[src/psc_pkg.sv]
// ----------------------------------------------------------------------------
// psc_pkg
// Shared types, widths and codes for the paired sample covariance block.
// ----------------------------------------------------------------------------
package psc_pkg;

    // Set and sample limits
    localparam int MAX_PAIRS = 65536;
    localparam int SAMPLE_W  = 16;
    localparam int FRAC_BITS = 8;

    // Derived widths
    localparam int CNT_W  = $clog2(MAX_PAIRS + 1);
    localparam int SUM_W  = SAMPLE_W + CNT_W;
    localparam int PROD_W = 2 * SAMPLE_W + CNT_W - 1;
    localparam int ACC_W  = 2 * SAMPLE_W + 2 * CNT_W - 1;
    localparam int MAG_W  = ACC_W - 1;
    localparam int DIV_W  = MAG_W + FRAC_BITS;
    localparam int STEP_W = $clog2(DIV_W);

    // Result field widths
    localparam int MEAN_W = 24;
    localparam int VAR_W  = 39;
    localparam int COV_W  = 40;

    typedef struct packed {
        logic signed [SAMPLE_W-1:0] x_sample;
        logic signed [SAMPLE_W-1:0] y_sample;
        logic                       last_sample;
    } t_in_word;

    typedef struct packed {
        logic signed [MEAN_W-1:0] mean_x;
        logic signed [MEAN_W-1:0] mean_y;
        logic        [VAR_W-1:0]  var_x;
        logic signed [COV_W-1:0]  cov_xy;
        logic        [VAR_W-1:0]  var_y;
        logic        [CNT_W-1:0]  pair_count;
    } t_out_word;

    // Controller states
    typedef enum logic [3:0] {
        S_IDLE,
        S_SETUP,
        S_MUL_N,
        S_SWAP,
        S_MUL_S,
        S_MAG,
        S_DIV1,
        S_REDIV,
        S_DIV2,
        S_STORE,
        S_OUT
    } t_state;

    // Statistic being worked on
    typedef enum logic [2:0] {
        JOB_MEAN_X,
        JOB_MEAN_Y,
        JOB_VAR_X,
        JOB_COV,
        JOB_VAR_Y
    } t_job;

    // Datapath operations
    typedef enum logic [3:0] {
        OP_NONE,
        OP_ACCUM,
        OP_SETUP,
        OP_MUL_STEP,
        OP_MUL_SWAP,
        OP_MAG,
        OP_DIV_STEP,
        OP_DIV_RESTART,
        OP_STORE,
        OP_LOAD_OUT
    } t_op;

    typedef struct packed {
        t_op  op;
        t_job job;
    } t_dp_cmd;

    typedef struct packed {
        logic closes;
        logic out_free;
    } t_dp_status;

endpackage

[src/paired_sample_covariance.sv]
// ----------------------------------------------------------------------------
// paired_sample_covariance
// Population means, variances and covariance of a set of (x, y) pairs.
// ----------------------------------------------------------------------------
// Usage:
//   Input channel (i_in_valid / o_in_ready / i_in_word) takes one word per
//   cycle: a signed x and y sample and a flag on the final pair of a set.
//   A set also closes on its own when it reaches MAX_PAIRS pairs.
//   Sums of x, y, x*x, x*y and y*y are kept exactly as the words arrive.
//   When a set closes, input stalls while a shift-add multiplier (one bit
//   per cycle) forms n*Sab - Sa*Sb for a variance or the covariance and a
//   restoring divider (one quotient bit per cycle, run once for a mean and
//   twice for the division by n squared) produces each statistic in turn:
//   mean x, mean y, var x, cov and var y; then the result register is loaded.
//   Output channel (o_out_valid / i_out_ready / o_out_word) carries one word
//   per set from a holding register, so a new set streams in while a result
//   waits. If the receiver still holds the previous result when the next
//   one is ready, the sequencer waits and input stays stalled.
//   Reset clears the sums and drops any pending result.
// ----------------------------------------------------------------------------
module paired_sample_covariance
    import psc_pkg::*;
(
    input  logic      i_clk,
    input  logic      i_rst_n,
    input  logic      i_in_valid,
    output logic      o_in_ready,
    input  t_in_word  i_in_word,
    output logic      o_out_valid,
    input  logic      i_out_ready,
    output t_out_word o_out_word
);

    t_dp_cmd    w_cmd;
    t_dp_status w_status;

    // Sequencer: owns the input handshake and issues datapath operations
    psc_ctrl u_ctrl (
        .i_clk      (i_clk),
        .i_rst_n    (i_rst_n),
        .i_in_valid (i_in_valid),
        .o_in_ready (o_in_ready),
        .i_status   (w_status),
        .o_cmd      (w_cmd)
    );

    // Datapath: sums, multiplier, divider and the result register
    psc_datapath u_datapath (
        .i_clk       (i_clk),
        .i_rst_n     (i_rst_n),
        .i_in_word   (i_in_word),
        .i_cmd       (w_cmd),
        .o_status    (w_status),
        .o_out_valid (o_out_valid),
        .o_out_word  (o_out_word),
        .i_out_ready (i_out_ready)
    );

    // A closing word stops intake until the set's result is loaded
    a_close_stalls: assert property (@(posedge i_clk) disable iff (!i_rst_n)
        (i_in_valid && o_in_ready && w_status.closes) |=> !o_in_ready)
        else $error("input still open after a set closed");

    // Never overwrite a result the receiver has not taken
    a_load_when_free: assert property (@(posedge i_clk) disable iff (!i_rst_n)
        (w_cmd.op == OP_LOAD_OUT) |-> w_status.out_free)
        else $error("result register overwritten while full");

    // Every result covers at least one pair
    a_count_nonzero: assert property (@(posedge i_clk) disable iff (!i_rst_n)
        o_out_valid |-> (o_out_word.pair_count != '0))
        else $error("result with empty pair count");

    // Accumulate only on an accepted word
    a_accum_on_accept: assert property (@(posedge i_clk) disable iff (!i_rst_n)
        (w_cmd.op == OP_ACCUM) |-> (i_in_valid && o_in_ready))
        else $error("sums changed without an accepted word");

endmodule

[src/psc_ctrl.sv]
// ----------------------------------------------------------------------------
// psc_ctrl
// Sequencer: accepts words, then walks the five statistics through the
// shared multiply (second moments only) and divide steps of the datapath.
// ----------------------------------------------------------------------------
module psc_ctrl
    import psc_pkg::*;
(
    input  logic       i_clk,
    input  logic       i_rst_n,
    input  logic       i_in_valid,
    output logic       o_in_ready,
    input  t_dp_status i_status,
    output t_dp_cmd    o_cmd
);

    t_state            r_state, n_state;
    t_job              r_job,   n_job;
    logic [STEP_W-1:0] r_step,  n_step;

    logic w_is_mean;
    assign w_is_mean = (r_job == JOB_MEAN_X) || (r_job == JOB_MEAN_Y);

    always_ff @(posedge i_clk) begin
        if (!i_rst_n) begin
            r_state <= S_IDLE;
            r_job   <= JOB_MEAN_X;
            r_step  <= '0;
        end else begin
            r_state <= n_state;
            r_job   <= n_job;
            r_step  <= n_step;
        end
    end

    // Next state
    always_comb begin
        n_state = r_state;
        n_job   = r_job;
        n_step  = r_step + STEP_W'(1);
        unique case (r_state)
            S_IDLE: begin
                n_step = '0;
                if (i_in_valid && i_status.closes) begin
                    n_state = S_SETUP;
                    n_job   = JOB_MEAN_X;
                end
            end
            S_SETUP: begin
                n_step  = '0;
                n_state = w_is_mean ? S_DIV1 : S_MUL_N;
            end
            S_MUL_N: begin
                if (r_step == STEP_W'(CNT_W - 1)) begin
                    n_state = S_SWAP;
                end
            end
            S_SWAP: begin
                n_step  = '0;
                n_state = S_MUL_S;
            end
            S_MUL_S: begin
                if (r_step == STEP_W'(SUM_W - 1)) begin
                    n_state = S_MAG;
                end
            end
            S_MAG: begin
                n_step  = '0;
                n_state = S_DIV1;
            end
            S_DIV1: begin
                if (r_step == STEP_W'(DIV_W - 1)) begin
                    n_state = w_is_mean ? S_STORE : S_REDIV;
                end
            end
            S_REDIV: begin
                n_step  = '0;
                n_state = S_DIV2;
            end
            S_DIV2: begin
                if (r_step == STEP_W'(DIV_W - 1)) begin
                    n_state = S_STORE;
                end
            end
            S_STORE: begin
                n_step = '0;
                unique case (r_job)
                    JOB_MEAN_X: begin n_job = JOB_MEAN_Y; n_state = S_SETUP; end
                    JOB_MEAN_Y: begin n_job = JOB_VAR_X;  n_state = S_SETUP; end
                    JOB_VAR_X:  begin n_job = JOB_COV;    n_state = S_SETUP; end
                    JOB_COV:    begin n_job = JOB_VAR_Y;  n_state = S_SETUP; end
                    JOB_VAR_Y:  begin n_state = S_OUT; end
                    default:    begin n_state = S_OUT; end
                endcase
            end
            S_OUT: begin
                n_step = '0;
                if (i_status.out_free) begin
                    n_state = S_IDLE;
                end
            end
            default: begin
                n_state = S_IDLE;
            end
        endcase
    end

    // Outputs
    always_comb begin
        o_in_ready = 1'b0;
        o_cmd.job  = r_job;
        o_cmd.op   = OP_NONE;
        unique case (r_state)
            S_IDLE: begin
                o_in_ready = 1'b1;
                o_cmd.op   = i_in_valid ? OP_ACCUM : OP_NONE;
            end
            S_SETUP:  o_cmd.op = OP_SETUP;
            S_MUL_N:  o_cmd.op = OP_MUL_STEP;
            S_SWAP:   o_cmd.op = OP_MUL_SWAP;
            S_MUL_S:  o_cmd.op = OP_MUL_STEP;
            S_MAG:    o_cmd.op = OP_MAG;
            S_DIV1:   o_cmd.op = OP_DIV_STEP;
            S_REDIV:  o_cmd.op = OP_DIV_RESTART;
            S_DIV2:   o_cmd.op = OP_DIV_STEP;
            S_STORE:  o_cmd.op = OP_STORE;
            S_OUT:    o_cmd.op = i_status.out_free ? OP_LOAD_OUT : OP_NONE;
            default:  o_cmd.op = OP_NONE;
        endcase
    end

endmodule

[src/psc_datapath.sv]
// ----------------------------------------------------------------------------
// psc_datapath
// Running sums, a shift-add multiplier, a restoring divider and the
// output register, all driven by the sequencer's commands.
// ----------------------------------------------------------------------------
module psc_datapath
    import psc_pkg::*;
(
    input  logic       i_clk,
    input  logic       i_rst_n,
    input  t_in_word   i_in_word,
    input  t_dp_cmd    i_cmd,
    output t_dp_status o_status,
    output logic       o_out_valid,
    output t_out_word  o_out_word,
    input  logic       i_out_ready
);

    // Running sums
    logic        [CNT_W-1:0]  r_count;
    logic signed [SUM_W-1:0]  r_sum_x, r_sum_y;
    logic signed [PROD_W-1:0] r_sum_xx, r_sum_xy, r_sum_yy;

    // Multiply / divide working registers
    logic signed [ACC_W-1:0]  r_acc;
    logic signed [ACC_W-1:0]  r_mcand;
    logic        [SUM_W-1:0]  r_mplier;
    logic                     r_sub;
    logic        [DIV_W-1:0]  r_num;
    logic        [CNT_W-1:0]  r_rem;
    logic                     r_neg;

    // Finished statistics
    logic signed [MEAN_W-1:0] r_mean_x, r_mean_y;
    logic        [VAR_W-1:0]  r_var_x, r_var_y;
    logic signed [COV_W-1:0]  r_cov_xy;

    t_out_word                r_out;
    logic                     r_out_valid;

    // Input products
    logic signed [2*SAMPLE_W-1:0] w_xx, w_xy, w_yy;
    logic        [CNT_W-1:0]      w_count_inc;

    assign w_xx = i_in_word.x_sample * i_in_word.x_sample;
    assign w_xy = i_in_word.x_sample * i_in_word.y_sample;
    assign w_yy = i_in_word.y_sample * i_in_word.y_sample;
    assign w_count_inc = r_count + CNT_W'(1);

    assign o_status.closes   = i_in_word.last_sample || (w_count_inc == CNT_W'(MAX_PAIRS));
    assign o_status.out_free = !r_out_valid || i_out_ready;

    // Operand selection by statistic
    logic signed [SUM_W-1:0]  w_sa, w_sb;
    logic signed [PROD_W-1:0] w_sab;
    logic        [SUM_W-1:0]  w_abs_sa, w_abs_sb;

    always_comb begin
        w_sa  = r_sum_y;
        w_sb  = r_sum_y;
        w_sab = r_sum_yy;
        if ((i_cmd.job == JOB_MEAN_X) || (i_cmd.job == JOB_VAR_X)) begin
            w_sa  = r_sum_x;
            w_sb  = r_sum_x;
            w_sab = r_sum_xx;
        end else if (i_cmd.job == JOB_COV) begin
            w_sa  = r_sum_x;
            w_sab = r_sum_xy;
        end
    end

    assign w_abs_sa = w_sa[SUM_W-1] ? SUM_W'(-w_sa) : SUM_W'(w_sa);
    assign w_abs_sb = w_sb[SUM_W-1] ? SUM_W'(-w_sb) : SUM_W'(w_sb);

    // Magnitude of the moment numerator
    logic [ACC_W-1:0] w_acc_abs;
    assign w_acc_abs = r_acc[ACC_W-1] ? ACC_W'(-r_acc) : ACC_W'(r_acc);

    // One restoring divide step
    logic [CNT_W:0] w_rem_sh, w_n_ext, w_diff;
    logic           w_qbit;

    assign w_rem_sh = {r_rem, r_num[DIV_W-1]};
    assign w_n_ext  = {1'b0, r_count};
    assign w_diff   = w_rem_sh - w_n_ext;
    assign w_qbit   = (w_rem_sh >= w_n_ext);

    // Signed quotient
    logic [DIV_W-1:0] w_q_signed;
    assign w_q_signed = r_neg ? (~r_num + DIV_W'(1)) : r_num;

    // Sums and output handshake
    always_ff @(posedge i_clk) begin
        if (!i_rst_n) begin
            r_count     <= '0;
            r_sum_x     <= '0;
            r_sum_y     <= '0;
            r_sum_xx    <= '0;
            r_sum_xy    <= '0;
            r_sum_yy    <= '0;
            r_out_valid <= 1'b0;
        end else begin
            if (i_cmd.op == OP_ACCUM) begin
                r_count  <= w_count_inc;
                r_sum_x  <= r_sum_x + SUM_W'(i_in_word.x_sample);
                r_sum_y  <= r_sum_y + SUM_W'(i_in_word.y_sample);
                r_sum_xx <= r_sum_xx + PROD_W'(w_xx);
                r_sum_xy <= r_sum_xy + PROD_W'(w_xy);
                r_sum_yy <= r_sum_yy + PROD_W'(w_yy);
            end else if (i_cmd.op == OP_LOAD_OUT) begin
                r_count  <= '0;
                r_sum_x  <= '0;
                r_sum_y  <= '0;
                r_sum_xx <= '0;
                r_sum_xy <= '0;
                r_sum_yy <= '0;
            end
            if (i_cmd.op == OP_LOAD_OUT) begin
                r_out_valid <= 1'b1;
            end else if (i_out_ready) begin
                r_out_valid <= 1'b0;
            end
        end
    end

    // Arithmetic working registers
    always_ff @(posedge i_clk) begin
        unique case (i_cmd.op)
            OP_SETUP: begin
                r_acc    <= '0;
                r_mcand  <= ACC_W'(w_sab);
                r_mplier <= SUM_W'(r_count);
                r_sub    <= 1'b0;
                r_num    <= DIV_W'(w_abs_sa) << FRAC_BITS;
                r_rem    <= '0;
                r_neg    <= w_sa[SUM_W-1];
            end
            OP_MUL_STEP: begin
                if (r_mplier[0]) begin
                    r_acc <= r_sub ? (r_acc - r_mcand) : (r_acc + r_mcand);
                end
                r_mcand  <= r_mcand <<< 1;
                r_mplier <= r_mplier >> 1;
            end
            OP_MUL_SWAP: begin
                r_mcand  <= ACC_W'(w_sa);
                r_mplier <= w_abs_sb;
                r_sub    <= !w_sb[SUM_W-1];
            end
            OP_MAG: begin
                r_num <= DIV_W'(w_acc_abs[MAG_W-1:0]) << FRAC_BITS;
                r_neg <= r_acc[ACC_W-1];
                r_rem <= '0;
            end
            OP_DIV_STEP: begin
                r_num <= {r_num[DIV_W-2:0], w_qbit};
                r_rem <= w_qbit ? w_diff[CNT_W-1:0] : w_rem_sh[CNT_W-1:0];
            end
            OP_DIV_RESTART: begin
                r_rem <= '0;
            end
            OP_STORE: begin
                unique case (i_cmd.job)
                    JOB_MEAN_X: r_mean_x <= w_q_signed[MEAN_W-1:0];
                    JOB_MEAN_Y: r_mean_y <= w_q_signed[MEAN_W-1:0];
                    JOB_VAR_X:  r_var_x  <= w_q_signed[VAR_W-1:0];
                    JOB_COV:    r_cov_xy <= w_q_signed[COV_W-1:0];
                    JOB_VAR_Y:  r_var_y  <= w_q_signed[VAR_W-1:0];
                    default:    r_var_y  <= r_var_y;
                endcase
            end
            OP_LOAD_OUT: begin
                r_out.mean_x     <= r_mean_x;
                r_out.mean_y     <= r_mean_y;
                r_out.var_x      <= r_var_x;
                r_out.cov_xy     <= r_cov_xy;
                r_out.var_y      <= r_var_y;
                r_out.pair_count <= r_count;
            end
            OP_NONE, OP_ACCUM: begin
                r_rem <= r_rem;
            end
            default: begin
                r_rem <= r_rem;
            end
        endcase
    end

    assign o_out_valid = r_out_valid;
    assign o_out_word  = r_out;

endmodule
[config.mk]
export PLATFORM = sky130hd
export DESIGN_NAME = paired_sample_covariance
export DESIGN_NICKNAME = d
export VERILOG_FILES = /design/src/psc_pkg.sv /design/src/paired_sample_covariance.sv /design/src/psc_ctrl.sv /design/src/psc_datapath.sv
export SDC_FILE = /design/constraint.sdc
export NUM_CORES = 2
export LEC_CHECK = 0
export BUFFER_PORTS_ARGS = -buffer_cell sky130_fd_sc_hd__buf_2
export CELL_PAD_IN_SITES_DETAIL_PLACEMENT = 1
export CELL_PAD_IN_SITES_GLOBAL_PLACEMENT = 1
export CORE_MARGIN = 4
export CORE_UTILIZATION = 35
export DETAILED_ROUTE_END_ITERATION = 8
export PLACE_DENSITY_LB_ADDON = 0.1
export SYNTH_ARGS = -nofsm -noshare
export SYNTH_HDL_FRONTEND = slang
export SYNTH_SLANG_ARGS = --single-unit
[constraint.sdc]
create_clock -name i_clk -period 26.9 [get_ports i_clk]
set_input_delay 4.035 -clock i_clk [delete_from_list [all_inputs] [get_ports i_clk]]
set_output_delay 4.035 -clock i_clk [all_outputs]
set_load 0.02 [all_outputs]
==> flow_metrics.py <==
metrics = {
    "drt": {
        "drt-pass1-iter-count": 5,
        "first_iter_violations": 2636,
        "drtAntennaViolNets": 0,
        "dr_total_vias": 59900,
        "drc_errors": 0,
        "vias_per_cell": 5.09,
        "totalWireLength_um": 251000,
        "wl_per_cell_um": 21.3,
    },
    "grt": {
        "grt_max_degree": 96,
        "antenna_found_initial": 22,
        "grtUsageTotal": 0.208,
        "overflow": 0,
        "grt_pass1_vias": 66700,
        "grt_pass1_wl_um": 398000,
    },
    "synth": {
        "syn_inst": 8458,
        "synth_area_per_cell_um2": 9.82,
        "async_flop_share": 0,
        "synth_edf_count": 603,
        "synth_cell_types": 84,
        "synth.top_cell.area_share": 0.244,
        "yosysTopAreaCell": "fa_1",
        "ys_seq_elements": 845,
        "ys_seq_area_frac": 0.276,
        "yosys-top-cells-area": "fa_1, edfxtp_1, ha_1",
        "synth_fp_nets": 10100,
        "ys_warn_count": 0,
        "synth_ff_type": "edfxtp_1",
        "syn_area_um2": 83100,
    },
    "worst_setup_path": {
        "path_class": "in -> reg",
        "start_kind": "primary input",
        "cpLargestDelayFamily": "adder cells",
        "timing.rr.end": "u_datapath.r_sum_xy[39]",
        "critPathSlowestCell": "clkinv_1",
        "r2r_start": "u_datapath.r_sum_xy[15]",
        "crit_required_ns": 27.50,
        "cpMostUsedCell": "fa_1",
        "crit_fanout": 28,
        "rr_worst_depth": 21,
        "arrival_ns": 12.44,
        "crit_end": "u_datapath.r_sum_xy[39]",
        "crit_path_end_kind": "flip-flop",
        "slowest_delay_ns": 0.69,
        "crit_chain": "buf_2, buf_4, clkinv_1, nor2_1, fa_1, fa_1, fa_1, fa_1, fa_1, inv_1, fa_1, inv_1, ha_1, nand3_1, nor3_1, nand3_1, and3_1, a211o_1, o21ai_0, a21oi_1, o21ai_0, a31oi_1, xor2_1, o21ai_0",
        "crit_start": "i_in_word[20]",
        "path_buf_inv": 5,
        "r2r_slack_ns": 19.94,
        "cp_num_cells": 24,
    },
    "timing": {
        "setup_viol": 0,
        "max_freq_mhz": 84.4,
        "layout_setup_ws_ns": 15.05,
        "rsz0062_at_grt": "no",
        "final_max_slew_viol_count": 5,
        "hold_viol": 0,
        "fin_worst_skew_ns": 0.0808,
        "tightest_slew_ns": 1.56,
        "final.period_utilization": 0.440,
        "finalSetupTns_ns": 0,
        "min_period_ns": 11.85,
        "slew_headroom": -0.0471,
    },
    "clock_tree": {
        "clkTransAtPathRegs_ns": 0.06,
        "clk_latency_ns": 0.78,
        "clockBufferDepth": 3,
        "cts_tree": "yes",
        "cts_resized": 0,
        "clock-sinks": 845,
        "post_cts_buffers": 0,
        "cts-buffers-inserted": 106,
        "htree_levels": 3,
        "clockRootBuffer": "clkbuf_16",
        "postCtsHoldBufs": 0,
    },
    "placement": {
        "io_buffers": 221,
        "dp.final_hpwl_um": 194000,
        "dp_slack_ns": 14.29,
        "dp_cells": 11600,
        "routabilityCongestion": 0.828,
    },
    "outcome": {
        "status": "finished, violations left",
        "violations": "capacitance limit, slew limit",
    },
    "final_layout": {
        "final_net_count": 10200,
        "syn_to_final_growth_pct": 9.90,
        "fin_cells": 11800,
        "drive_gt1_frac": 0.0659,
    },
    "floorplan": {
        "die_w_um": 495,
        "die_h_um": 495,
        "placementRows": 178,
        "ios": 222,
        "core_area_um2": 236000,
        "dieArea_um2": 245000,
        "start_util": 0.353,
    },
    "hold_path": {
        "hp-class": "reg -> reg",
    },
    "run": {
        "cap_violations": 1,
    },
}
cells by family (layout without fill, tap and decap cells):
group / after synthesis / after routing / synth area share
buf+inv: 1756 / 1917 / 0.0794
mux: 132 / 132 / 0.0160
fa+ha+maj: 1606 / 1606 / 0.334
flops: 845 / 845 / 0.276
compound gates: 1593 / 1593 / 0.122
simple gates: 1980 / 1980 / 0.116
other cells: 0 / 5 / 0
xor+xnor: 546 / 546 / 0.0576
area by class of cell:
class / instances / area (µm²)
Timing Repair Buffer: 313 / 1810
Multi-Input combinational cell: 5857 / 53700
Inverter: 1405 / 5270
Sequential cell: 845 / 23000
Clock buffer: 136 / 2820
Fill cell: 26700 / 144000
Clock inverter: 63 / 812
Tap cell: 3150 / 3940
Antenna cell: 5 / 12.5
synth_stat cells, drive strengths merged, types with 95 or more instances:
cell,instances
inv,1399
fa,1014
nand2,644
edfxtp,603
ha,592
nor2,437
a21oi,410
o21ai,407
xnor2,338
clkbuf,317
dfxtp,242
and2,234
xor2,208
a21o,184
nor2b,178
a22oi,158
mux2i,129
nand3,96
nor3,95
through the flow:
| stage | hold WS (ns) | utilization | instance area (µm²) |
|---|---|---|---|
| floorplan | 0.400 | - | 83100 |
| global placement | 0.401 | 0.372 | 87700 |
| detailed placement | 0.405 | 0.372 | 87700 |
| CTS | 0.400 | 0.387 | 91300 |
| global route | 0.421 | 0.387 | 91300 |
| finish | 0.402 | 0.387 | 91300 |
layout by cell type, fill, tap and decap left out, types with 48 or more instances in the layout:
master	n
a31oi_1	56
clkbuf_16	106
and2_1	230
nand3_1	94
o21ai_0	403
buf_4	92
a21oi_1	408
nand4_1	52
fa_1	1011
dfxtp_1	242
ha_1	592
nor3_1	94
nor2_1	431
o21bai_1	48
o31ai_1	52
mux2i_1	127
buf_2	220
a22oi_1	158
nand2b_1	51
xor2_1	208
inv_1	1399
a21o_1	184
nor2b_1	178
xnor2_1	338
edfxtp_1	603
nand2_1	641
worst min path at each step:
stage                            start                    endpoint  slack [ns]  cells after the start
3_5_place_dp    u_datapath.r_cov_xy[8]   u_datapath.o_out_word[64]        0.41                      0
2_1_floorplan    u_datapath.r_var_x[4]  u_datapath.o_out_word[100]        0.40                      0
6_report       u_datapath.r_cov_xy[22]   u_datapath.o_out_word[78]        0.40                      0
5_1_grt          u_datapath.r_var_y[7]   u_datapath.o_out_word[24]        0.42                      0
3_3_place_gp   u_datapath.r_mean_y[14]  u_datapath.o_out_word[149]        0.40                      0
4_1_cts        u_datapath.r_cov_xy[22]   u_datapath.o_out_word[78]        0.40                      0
metal layers:
metal,global-route usage,part of all wire
met1,0.280,0.46
met2,0.359,0.48
met3,0.0197,0.030
met4,0.0515,0.024
met5,0,0.00027
sequential cells by signal, indices dropped and copies added, names as in the netlist, 39 cells and up:
signal,cells
u_datapath.o_out_word,183
u_datapath.r_num,72
u_datapath.r_acc,65
u_datapath.r_mcand,65
u_datapath.r_sum_xx,48
u_datapath.r_sum_xy,48
u_datapath.r_sum_yy,48
u_datapath.r_cov_xy,40
u_datapath.r_var_x,39
u_datapath.r_var_y,39
Power is not shown: default switching activity piles up to over one toggle a cycle in this logic, so the estimate is an artifact.
